`config.mk`:
```
export PLATFORM = sky130hd
export DESIGN_NAME = masked_byte_signature_scan
export DESIGN_NICKNAME = d
export VERILOG_FILES = /design/src/hdl/mbss_pkg.sv /design/src/hdl/masked_byte_signature_scan.sv /design/src/hdl/mbss_cell.sv /design/src/hdl/mbss_out_fifo.sv
export SDC_FILE = /design/constraint.sdc
export NUM_CORES = 1
export LEC_CHECK = 0
export ABC_AREA = 0
export BUFFER_PORTS_ARGS = -buffer_cell sky130_fd_sc_hd__buf_2
export CAP_MARGIN = 20
export CORE_MARGIN = 4
export CORE_UTILIZATION = 45
export CTS_CLUSTER_DIAMETER = 150
export DETAILED_ROUTE_END_ITERATION = 16
export PLACE_DENSITY = 0.65
export SKIP_LAST_GASP = 1
export SLEW_MARGIN = 20
export SYNTH_ARGS = -nofsm -noshare
export SYNTH_HDL_FRONTEND = slang
export SYNTH_SLANG_ARGS = --single-unit
```
`constraint.sdc`:
```
create_clock -name clock -period 23.1 [get_ports clock]
set_input_delay 2.31 -clock clock [delete_from_list [all_inputs] [get_ports clock]]
set_output_delay 2.31 -clock clock [all_outputs]
set_load 0.03 [all_outputs]
```
`src/hdl/mbss_pkg.sv`:
```
// Shared types, constants and register codes for the masked byte signature scan.
package mbss_pkg;

   localparam int BYTE_BITS        = 8;
   localparam int PATTERN_SLOTS    = 16;
   localparam int SLOT_INDEX_BITS  = 4;
   localparam int LEN_BITS         = 5;
   localparam int CARE_BITS        = 16;
   localparam int ADDR_BITS        = 48;
   localparam int CSR_DATA_BITS    = 64;
   localparam int CSR_INDEX_BITS   = 3;
   localparam int PATTERN_WORD_BITS = 64;

   localparam int MAX_PATTERN_BYTES_DEFAULT = 16;
   localparam int OFFSET_BITS_DEFAULT       = 32;

   typedef enum logic [CSR_INDEX_BITS-1:0] {
      CSR_PATTERN_LOW  = 3'd0,
      CSR_PATTERN_HIGH = 3'd1,
      CSR_CARE_MASK    = 3'd2,
      CSR_PATTERN_LEN  = 3'd3,
      CSR_REGION_BASE  = 3'd4
   } csr_index_type;

   typedef logic [PATTERN_SLOTS-1:0][BYTE_BITS-1:0] pattern_type;

   // Window entry handed from one cell to the next
   typedef struct packed {
      logic                 filled;
      logic [BYTE_BITS-1:0] value;
   } cell_data_type;

   // Control shared by every cell of the chain
   typedef struct packed {
      logic                shift;
      logic                clear;
      logic [LEN_BITS-1:0] len;
   } cell_ctrl_type;

   typedef struct packed {
      logic                 found;
      logic [ADDR_BITS-1:0] address;
   } result_type;

endpackage

```
`src/hdl/masked_byte_signature_scan.sv`:
```
// Masked byte signature scan: one byte per cycle through a chain of window cells while the result buffer has room.
// A result is pushed into the result buffer when the byte that causes it is accepted; rsp is driven from that buffer.
// Throughput: one byte per cycle while req_tready is high; every cell compares its byte in parallel each cycle.
// A two-entry result buffer lets bytes keep flowing while a result waits.
// Reset (synchronous): clears registers to defaults, window, offset and match flag.
module masked_byte_signature_scan #(
   parameter int MAX_PATTERN_BYTES = mbss_pkg::MAX_PATTERN_BYTES_DEFAULT,
   parameter int OFFSET_BITS       = mbss_pkg::OFFSET_BITS_DEFAULT
) (
   input  logic                                 clock,
   input  logic                                 reset,
   input  logic                                 req_tvalid,
   output logic                                 req_tready,
   input  logic [7:0]                           req_tdata,   // [7:0] data_byte
   input  logic                                 req_tlast,
   output logic                                 rsp_tvalid,
   input  logic                                 rsp_tready,
   output logic [mbss_pkg::ADDR_BITS-1:0]       rsp_tdata,   // [47:0] match_address
   output logic [0:0]                           rsp_tuser,   // [0] found
   input  logic                                 csr_wr_en,
   input  logic [mbss_pkg::CSR_INDEX_BITS-1:0]  csr_index,
   input  logic [mbss_pkg::CSR_DATA_BITS-1:0]   csr_wr_data
);
   import mbss_pkg::*;

   logic [PATTERN_WORD_BITS-1:0] pattern_low_ff;
   logic [PATTERN_WORD_BITS-1:0] pattern_high_ff;
   logic [CARE_BITS-1:0]         care_mask_ff;
   logic [LEN_BITS-1:0]          pattern_len_ff;
   logic [ADDR_BITS-1:0]         region_base_ff;

   logic [OFFSET_BITS-1:0]       offset_ff;
   logic [OFFSET_BITS-1:0]       offset_in;
   logic                         reported_ff;
   logic                         reported_in;

   logic [LEN_BITS-1:0]          len_eff;
   pattern_type                  pattern;
   cell_ctrl_type                ctrl;
   cell_data_type                chain [MAX_PATTERN_BYTES];
   logic [MAX_PATTERN_BYTES-1:0] hit_vec;
   logic [MAX_PATTERN_BYTES-1:0] tail_vec;

   logic        accept;
   logic        active;
   logic        match;
   logic        push;
   logic        buf_full;
   result_type  push_data;
   result_type  out_data;

   // Configuration registers
   always_ff @(posedge clock) begin
      if (reset) begin
         pattern_low_ff  <= '0;
         pattern_high_ff <= '0;
         care_mask_ff    <= '0;
         pattern_len_ff  <= LEN_BITS'(1);
         region_base_ff  <= '0;
      end else if (csr_wr_en) begin
         case (csr_index)
            CSR_PATTERN_LOW:  pattern_low_ff  <= csr_wr_data;
            CSR_PATTERN_HIGH: pattern_high_ff <= csr_wr_data;
            CSR_CARE_MASK:    care_mask_ff    <= csr_wr_data[CARE_BITS-1:0];
            CSR_PATTERN_LEN:  pattern_len_ff  <= csr_wr_data[LEN_BITS-1:0];
            CSR_REGION_BASE:  region_base_ff  <= csr_wr_data[ADDR_BITS-1:0];
            default: ;
         endcase
      end
   end

   always_comb begin
      if (pattern_len_ff == '0) begin
         len_eff = LEN_BITS'(1);
      end else if (pattern_len_ff > LEN_BITS'(MAX_PATTERN_BYTES)) begin
         len_eff = LEN_BITS'(MAX_PATTERN_BYTES);
      end else begin
         len_eff = pattern_len_ff;
      end
   end

   assign pattern = {pattern_high_ff, pattern_low_ff};

   assign accept = req_tvalid && req_tready;
   // Drop bytes after a match or once the offset saturates
   assign active = !reported_ff && (offset_ff != '1);

   assign ctrl.shift = accept && active;
   assign ctrl.clear = accept && req_tlast;
   assign ctrl.len   = len_eff;

   assign chain[0].filled = 1'b1;
   assign chain[0].value  = req_tdata;

   for (genvar k = 0; k < MAX_PATTERN_BYTES; k++) begin : g_cell
      if (k == MAX_PATTERN_BYTES - 1) begin : g_end
         mbss_cell #(
            .CELL_INDEX(k)
         ) u_cell (
            .clock     (clock),
            .reset     (reset),
            .ctrl      (ctrl),
            .pattern   (pattern),
            .care      (care_mask_ff),
            .prev_data (chain[k]),
            .data_out  (),
            .hit       (hit_vec[k]),
            .tail      (tail_vec[k])
         );
      end else begin : g_mid
         mbss_cell #(
            .CELL_INDEX(k)
         ) u_cell (
            .clock     (clock),
            .reset     (reset),
            .ctrl      (ctrl),
            .pattern   (pattern),
            .care      (care_mask_ff),
            .prev_data (chain[k]),
            .data_out  (chain[k+1]),
            .hit       (hit_vec[k]),
            .tail      (tail_vec[k])
         );
      end
   end

   // The tail cell is filled only once the window holds at least len bytes
   assign match = ctrl.shift && (|tail_vec) && (&hit_vec);

   always_comb begin
      offset_in   = offset_ff;
      reported_in = reported_ff;
      if (ctrl.shift) begin
         offset_in = offset_ff + OFFSET_BITS'(1);
      end
      if (match) begin
         reported_in = 1'b1;
      end
      if (ctrl.clear) begin
         offset_in   = '0;
         reported_in = 1'b0;
      end
   end

   always_ff @(posedge clock) begin
      if (reset) begin
         offset_ff   <= '0;
         reported_ff <= 1'b0;
      end else begin
         offset_ff   <= offset_in;
         reported_ff <= reported_in;
      end
   end

   // Window start = region base + offset after this byte minus length
   always_comb begin
      push = match || (accept && req_tlast && !reported_ff);
      push_data.found = match;
      if (match) begin
         push_data.address = region_base_ff + ADDR_BITS'(offset_ff) + ADDR_BITS'(1)
                             - ADDR_BITS'(len_eff);
      end else begin
         push_data.address = '0;
      end
   end

   mbss_out_fifo u_out_fifo (
      .clock     (clock),
      .reset     (reset),
      .push      (push),
      .push_data (push_data),
      .pop_ready (rsp_tready),
      .out_valid (rsp_tvalid),
      .out_data  (out_data),
      .full      (buf_full)
   );

   assign req_tready   = !buf_full;
   assign rsp_tdata    = out_data.address;
   assign rsp_tuser[0] = out_data.found;

endmodule

```
`src/hdl/mbss_cell.sv`:
```
// One window cell: holds a byte, shifts it on, and checks its incoming byte against the pattern.
module mbss_cell #(
   parameter int CELL_INDEX = 0
) (
   input  logic                   clock,
   input  logic                   reset,
   input  mbss_pkg::cell_ctrl_type ctrl,
   input  mbss_pkg::pattern_type  pattern,
   input  logic [mbss_pkg::CARE_BITS-1:0] care,
   input  mbss_pkg::cell_data_type prev_data,
   output mbss_pkg::cell_data_type data_out,
   output logic                   hit,
   output logic                   tail
);
   import mbss_pkg::*;

   logic                       filled_ff;
   logic                       filled_in;
   logic [BYTE_BITS-1:0]       value_ff;
   logic [BYTE_BITS-1:0]       value_in;
   logic [LEN_BITS-1:0]        slot;
   logic [SLOT_INDEX_BITS-1:0] slot_sel;
   logic                       in_use;

   // The oldest byte of the window meets pattern byte 0
   always_comb begin
      slot     = ctrl.len - LEN_BITS'(1) - LEN_BITS'(CELL_INDEX);
      slot_sel = slot[SLOT_INDEX_BITS-1:0];
      in_use   = (LEN_BITS'(CELL_INDEX) < ctrl.len) && care[slot_sel];
      hit      = !in_use || (prev_data.value == pattern[slot_sel]);
      tail     = (LEN_BITS'(CELL_INDEX) == ctrl.len - LEN_BITS'(1)) && prev_data.filled;
   end

   always_comb begin
      filled_in = filled_ff;
      value_in  = value_ff;
      if (ctrl.shift) begin
         filled_in = prev_data.filled;
         value_in  = prev_data.value;
      end
      if (ctrl.clear) begin
         filled_in = 1'b0;
      end
   end

   always_ff @(posedge clock) begin
      if (reset) begin
         filled_ff <= 1'b0;
      end else begin
         filled_ff <= filled_in;
      end
   end

   always_ff @(posedge clock) begin
      value_ff <= value_in;
   end

   assign data_out.filled = filled_ff;
   assign data_out.value  = value_ff;

endmodule

```
`src/hdl/mbss_out_fifo.sv`:
```
// Two-entry result buffer between the scan chain and the result channel.
module mbss_out_fifo (
   input  logic                clock,
   input  logic                reset,
   input  logic                push,
   input  mbss_pkg::result_type push_data,
   input  logic                pop_ready,
   output logic                out_valid,
   output mbss_pkg::result_type out_data,
   output logic                full
);
   import mbss_pkg::*;

   result_type  slot_ff [2];
   logic        rd_ptr_ff;
   logic        rd_ptr_in;
   logic [1:0]  count_ff;
   logic [1:0]  count_in;
   logic        pop;
   logic        wr_ptr;

   assign out_valid = (count_ff != 2'd0);
   assign full      = (count_ff == 2'd2);
   assign out_data  = slot_ff[rd_ptr_ff];
   assign pop       = out_valid && pop_ready;
   assign wr_ptr    = rd_ptr_ff ^ count_ff[0];

   always_comb begin
      rd_ptr_in = pop ? !rd_ptr_ff : rd_ptr_ff;
      count_in  = count_ff;
      if (push && !pop) begin
         count_in = count_ff + 2'd1;
      end else if (!push && pop) begin
         count_in = count_ff - 2'd1;
      end
   end

   always_ff @(posedge clock) begin
      if (reset) begin
         rd_ptr_ff <= 1'b0;
         count_ff  <= 2'd0;
      end else begin
         rd_ptr_ff <= rd_ptr_in;
         count_ff  <= count_in;
      end
   end

   always_ff @(posedge clock) begin
      if (push) begin
         slot_ff[wr_ptr] <= push_data;
      end
   end

endmodule

```
==> flow_summary.yaml, run 1 <==
status:
  status: "complete, no violations"
critical_path:
  critPathSlowestCell: "ha_1"
  slowest_delay_ps: 730
  crit_chain: "buf_4 -> or4_1 -> nand2_4 -> inv_4 -> ha_1 -> nor4bb_1 -> a21oi_1 -> o21ai_1 -> nand2_1 -> a211oi_1 -> nor3_1 -> nand3b_1 -> o31ai_1 -> a21bo_2 -> nor4b_1 -> o311ai_4 -> buf_4 -> a21boi_4 -> buf_4"
  end_kind: "register"
  critPathKind: "register to register"
  crit_top_cell: "buf_4"
  start_kind: "register"
  cp_max_fo: 53
  critPathTopFamily: "simple AND/OR/NAND/NOR gates"
  worst-path-buf-inv: 4
  worstPathArrival_ps: 8750
  critPathRequiredTime_ps: 23340
floorplan:
  placementRows: 93
  start_util_pct: 45.6
  core_um2: 64600
  fp.dieW_um: 264
  die_h_um: 264
  boundaryPins: 132
  die-area_um2: 69600
clocking:
  cts_tree: "yes"
  clockBufferDepth: 3
  cts_setup_buffers: 0
  clkTransAtPathRegs_ps: 60
  clock_latency_ps: 620
  htree_num_levels: 2
  cts_root_buffer: "clkbuf_16"
  cts-resized-gates: 0
  numClockSinks: 467
  ctsHoldBuffers: 0
  cts_buffers: 53
global_route:
  grt_pass1_wl_mm: 153
  antenna_found_initial: 3
  grtUsageMet3_pct: 6.79
  grt_max_degree: 126
  grt-busiest-layer: "met2"
  gr-total-overflow: 0
  grtUsageMet2_pct: 46.4
  grt_pass1_vias: 22800
  grt_use_total_pct: 29.3
  grt_use_met1_pct: 40.1
power_and_ir_drop:
  finalPower_w: 0.00261
  power.net_switching_w: 0.000855
  pwr-share-seq_pct: 43.3
  p_per_area_nw_per_um2: 79.7
  p_comb_share_pct: 24.1
  swShare_pct: 32.8
  power_leakage_nw: 12.6
  ir_drop_v: 0.0000675
  p_int_w: 0.00175
  pwr-share-clk_pct: 32.6
route:
  drt-pass1-iter-count: 5
  drcViolationCount: 0
  first_iter_violations: 2753
  ant_nets: 0
  num_vias: 24100
  viasPerCell: 6.08
  wl_per_cell_um: 26.7
  routed_wl_mm: 106
sta:
  fin_hold_ws_ps: 457
  tns_ps: 0
  maxSlewViolCount: 0
  finalCritPeriodShare_pct: 36.8
  skew_ps: 19.8
  setup_viol: 0
  rsz0062_at_grt: "no"
  fmax_mhz: 118
  slew_headroom_pct: 15.1
  fin_crit_ps: 8510
  setup_slack_ps: 14590
  hold_viol: 0
  worst_slew_pin_slew_ps: 1270
yosys:
  synthCells: 3015
  syn_area_um2: 29400
  yosysSeqAreaShare_pct: 39.2
  synth-edff-count: 218
  ys_ff_latch: 467
  syn-mean-instance-area_um2: 9.77
  ys_types: 79
  synth_nets: 3184
  yosys_warnings: 0
  async_flop_share_pct: 0
  synth_top_flop_cell: "dfxtp_1"
worst_hold_path:
  hp-class: "register to register"
place:
  port-buffer-count: 131
  dp_hpwl_mm: 81.5
  gp_congestion: 1.03
  place_inst: 3865
  dp_slack_ps: 14710
finish:
  area_delta_synth_final_pct: 11.0
  drive_above_1_share_pct: 15.6
  nFillCells: 5895
  fin_nets: 3234
  instances_no_fill: 3963
  antenna_cells: 0
flow_run:
  max-cap-violations: 0
==> worst min-delay path, cell delays in order (launching register included) <==
cell	delay, ps
dfxtp_1	310
nand2_1	50
a21oi_1	50
==> layer usage <==
metal | share of wire [%] | routed length [µm]
met5 | 0.012 | 13
met3 | 9.1 | 9590
met1 | 42 | 44200
met4 | 3.6 | 3750
met2 | 46 | 48200
==> power groups by stage <==
stage          registers (W)  clock network [W]  logic [W]
2_1_floorplan        0.00110                  0   0.000450
3_3_place_gp         0.00114                  0   0.000617
3_5_place_dp         0.00114                  0   0.000627
4_1_cts              0.00113           0.000865   0.000630
5_1_grt              0.00114           0.000897   0.000673
6_report             0.00113           0.000850   0.000628
==> stage by stage <==
step,utilization [%],instance area (µm²)
after CTS,50.6,32700
after detailed placement,47.8,30900
after global routing,50.6,32700
after global placement,47.8,30900
after floorplan,-,29400
final,50.6,32700
==> placed cells by master (no fill, tap or decap), types with 20 or more instances in the layout <==
| cell | count |
|---|---|
| dfxtp_1 | 248 |
| o21ai_0 | 71 |
| buf_2 | 130 |
| and3_1 | 28 |
| mux2_2 | 59 |
| mux4_2 | 126 |
| nor3_1 | 20 |
| xor2_1 | 99 |
| a31oi_1 | 27 |
| nand4_1 | 29 |
| buf_4 | 41 |
| nand3_1 | 42 |
| edfxtp_1 | 218 |
| clkbuf_16 | 57 |
| xnor2_1 | 116 |
| nor2_1 | 153 |
| a21oi_1 | 268 |
| ha_1 | 85 |
| a21o_1 | 34 |
| mux2i_1 | 301 |
| inv_1 | 160 |
| nand2_1 | 519 |
==> layout make-up <==
type / count / area (µm²) / share of cell area [%]
clock buffer: 76 / 1580 / 4.83
clock inverter: 22 / 205 / 0.628
inverter: 164 / 618 / 1.89
multi-input combinational: 2206 / 16700 / 51.1
sequential: 467 / 11500 / 35.3
tap: 855 / 1070 / 3.27
timing repair buffer: 173 / 990 / 3.03
==> cell usage after synthesis (all sizes together), types with 34 or more instances <==
cell    number  area share [%]
clkbuf     116             1.5
mux2i      302              10
o21ai       73             1.2
inv        163             2.1
a21oi      269             4.6
xor2        99             2.9
buf         62            0.97
edfxtp     218              22
mux2        59             2.3
dfxtp      249              17
ha          85             3.6
a21o        34            0.87
nand3       43            0.73
mux4       126             9.6
xnor2      122             3.7
nand2      521             6.7
nor2       157             2.0
==> registers in the layout, indices dropped and copies added (netlist names), 15 cells and up, named ones only <==
| name | flops |
|---|---|
| u_out_fifo.slot_ff | 98 |
| g_cell.g_mid.u_cell.value_ff | 120 |
| pattern_low_ff | 64 |
| pattern_high_ff | 64 |
| region_base_ff | 48 |
| offset_ff | 32 |
| care_mask_ff | 16 |
| g_cell.g_mid.u_cell.filled_ff | 15 |
==> cell families after synthesis <==
logic type      Yosys count  synth area share [%]
mux                     487                  22.2
xor+xnor                221                  6.60
fa+ha+maj                88                  3.82
simple gates            888                  13.1
buf+inv                 342                  4.54
compound gates          522                  10.7
flops                   467                  39.2
==> path summary, 6_finish.rpt <==
kind | to | cells after the start | slack, ps | start
worst max-delay path | u_out_fifo.slot_ff[0][46] | 19 | 14590 | pattern_len_ff[1]
worst min-delay path | region_base_ff[12] | 2 | 460 | region_base_ff[12]
worst max register to register | u_out_fifo.slot_ff[0][46] | 19 | 14590 | pattern_len_ff[1]
worst min register to register | region_base_ff[12] | 2 | 460 | region_base_ff[12]
No activity file was read; power rests on OpenSTA's default activity.
==> inputs of run 2 (changes only) <==
PLACE_DENSITY = 0.68   (was 0.65)
clock period = 7.8 ns   (was 23.1 ns; I/O delays follow)
==> run 2 against run 1 <==
  * Non-clock buffer count up 9
  * Register-to-register slack worse by 14000 ps
  * Die area unchanged
  * Clock power rose to 2.9 times the previous value
  * Sequential power rose to 2.9 times the previous value
  * Count of clock-buffer cells in the layout unchanged
  * Critical path type unchanged
==> flow_summary.yaml, run 2 (same netlist as run 1, synthesis figures left out) <==
sta:
  fin_crit_ps: 7030
  tns_ps: 0
  finalCritPeriodShare_pct: 90.2
  maxSlewViolCount: 0
  hold_viol: 0
  fmax_mhz: 142
  rsz0062_at_grt: "no"
  setup_viol: 0
  slew_headroom_pct: 27.1
  worst_slew_pin_slew_ps: 1070
  skew_ps: 56.3
finish:
  mostFrequentLayoutCell: "nand2_1"
  largest_reg_flops: 120
  fin_nets: 3242
  top_register: "g_cell.g_mid.u_cell.value_ff"
  area_delta_synth_final_pct: 11.5
  top_regs: "g_cell.g_mid.u_cell.value_ff: 120 flops, u_out_fifo.slot_ff: 98 flops"
  drive_above_1_share_pct: 15.8
  final_cell_mix: "519 x nand2_1, 302 x mux2i_1, 268 x a21oi_1"
route:
  drt-met1-wl_mm: 38.5
  routed_wl_mm: 95.6
  highest_layer: "met4"
  wl_met3_mm: 8.79
  first_iter_violations: 2861
  dr_wl_met2_mm: 42.3
  wl_per_cell_um: 24.1
  drcViolationCount: 0
  viasPerCell: 6.05
  ant_nets: 0
  drt-pass1-iter-count: 8
  num_vias: 24000
global_route:
  grt_use_total_pct: 26.5
  gr-total-overflow: 0
  antenna_found_initial: 2
  grt_max_degree: 86
  grt_pass1_wl_mm: 143
  grt_pass1_vias: 22400
critical_path:
  end_kind: "register"
  critPathKind: "register to register"
  cp_max_fo: 85
  critPathRequiredTime_ps: 8200
  start_kind: "register"
  worstPathArrival_ps: 7430
place:
  port-buffer-count: 131
  gp_congestion: 1.08
  dp_hpwl_mm: 72.8
floorplan:
  die_h_um: 264
  placementRows: 93
  start_util_pct: 45.6
  boundaryPins: 132
  core_um2: 64600
  fp.dieW_um: 264
  die-area_um2: 69600
power_and_ir_drop:
  ir_drop_v: 0.000183
  p_per_area_nw_per_um2: 234
  finalPower_w: 0.00767
  power_leakage_nw: 12.7
flow_run:
  max-cap-violations: 0
clocking:
  htree_num_levels: 2
  ctsHoldBuffers: 0
  clkTransAtPathRegs_ps: 60
  cts_setup_buffers: 0
  cts_buffers: 52
  cts_tree: "yes"
  clockBufferDepth: 3
  numClockSinks: 467
  clock_latency_ps: 640
  cts-resized-gates: 0
  cts_root_buffer: "clkbuf_16"
worst_hold_path:
  hp-class: "input port to register"
status:
  status: "complete, no violations"
[run 2: report_power, final]
| group | total (W) | switching [W] | internal (W) |
|---|---|---|---|
| registers | 0.00332 | 0.000256 | 0.00306 |
| clock network | 0.00249 | 0.00105 | 0.00144 |
| logic | 0.00185 | 0.00120 | 0.000655 |
| total | 0.00767 | 0.00251 | 0.00516 |
[run 2: through the flow]
| stage | setup WS (ps) | hold slack [ps] | instance area (µm²) | util (%) | cells |
|---|---|---|---|---|---|
| CTS | 953 | 379 | 32800 | 50.8 | 3970 |
| detailed placement | 1010 | 446 | 31000 | 48.0 | 3873 |
| floorplan | 279 | 435 | 29500 | - | 3015 |
| finish | 765 | 395 | 32800 | 50.8 | 3972 |
| global route | 534 | 382 | 32800 | 50.8 | 3972 |
| global placement | 1100 | 443 | 31000 | 48.0 | 3873 |
[run 2: cell type report]
class	count	area [µm²]
Antenna cell	1	2.50
Tap cell	855	1070
Clock buffer	76	1610
Timing Repair Buffer	182	1100
Inverter	164	618
Multi-Input combinational cell	2206	16700
Clock inverter	21	166
Sequential cell	467	11500
Fill cell	5934	31800
[run 2: path summary, 6_finish.rpt]
kind	from	end	cells after the start	slack, ps
setup / recovery	pattern_len_ff[3]	u_out_fifo.slot_ff[0][44]	19	770
hold / removal	req_tdata[6]	g_cell[0].g_mid.u_cell.value_ff[6]	1	400
setup reg to reg	pattern_len_ff[3]	u_out_fifo.slot_ff[0][44]	19	770
hold reg to reg	region_base_ff[6]	region_base_ff[6]	2	450
[run 2: routing by layer]
| layer | global-route usage (%) | vias up |
|---|---|---|
| met1 | 36.2 | 11700 |
| met3 | 4.82 | 250 |
| met5 | 0 | - |
| li1 | - | 10900 |
| met4 | 13.5 | 0 |
| met2 | 40.7 | 1152 |
[run 2: critical path, stage by stage, from the launching register on]
cell,delay (ps)
dfxtp_1,430
or4_1,760
nand2_4,210
buf_12,430
xnor2_1,180
ha_1,260
inv_1,60
ha_1,150
nor2_1,60
fa_1,390
nand2b_1,180
a31oi_1,380
o2111ai_1,210
a2111oi_0,940
o311ai_0,540
a31oi_1,430
o22ai_1,230
or3_1,410
mux2i_1,140
a2111oi_2,390
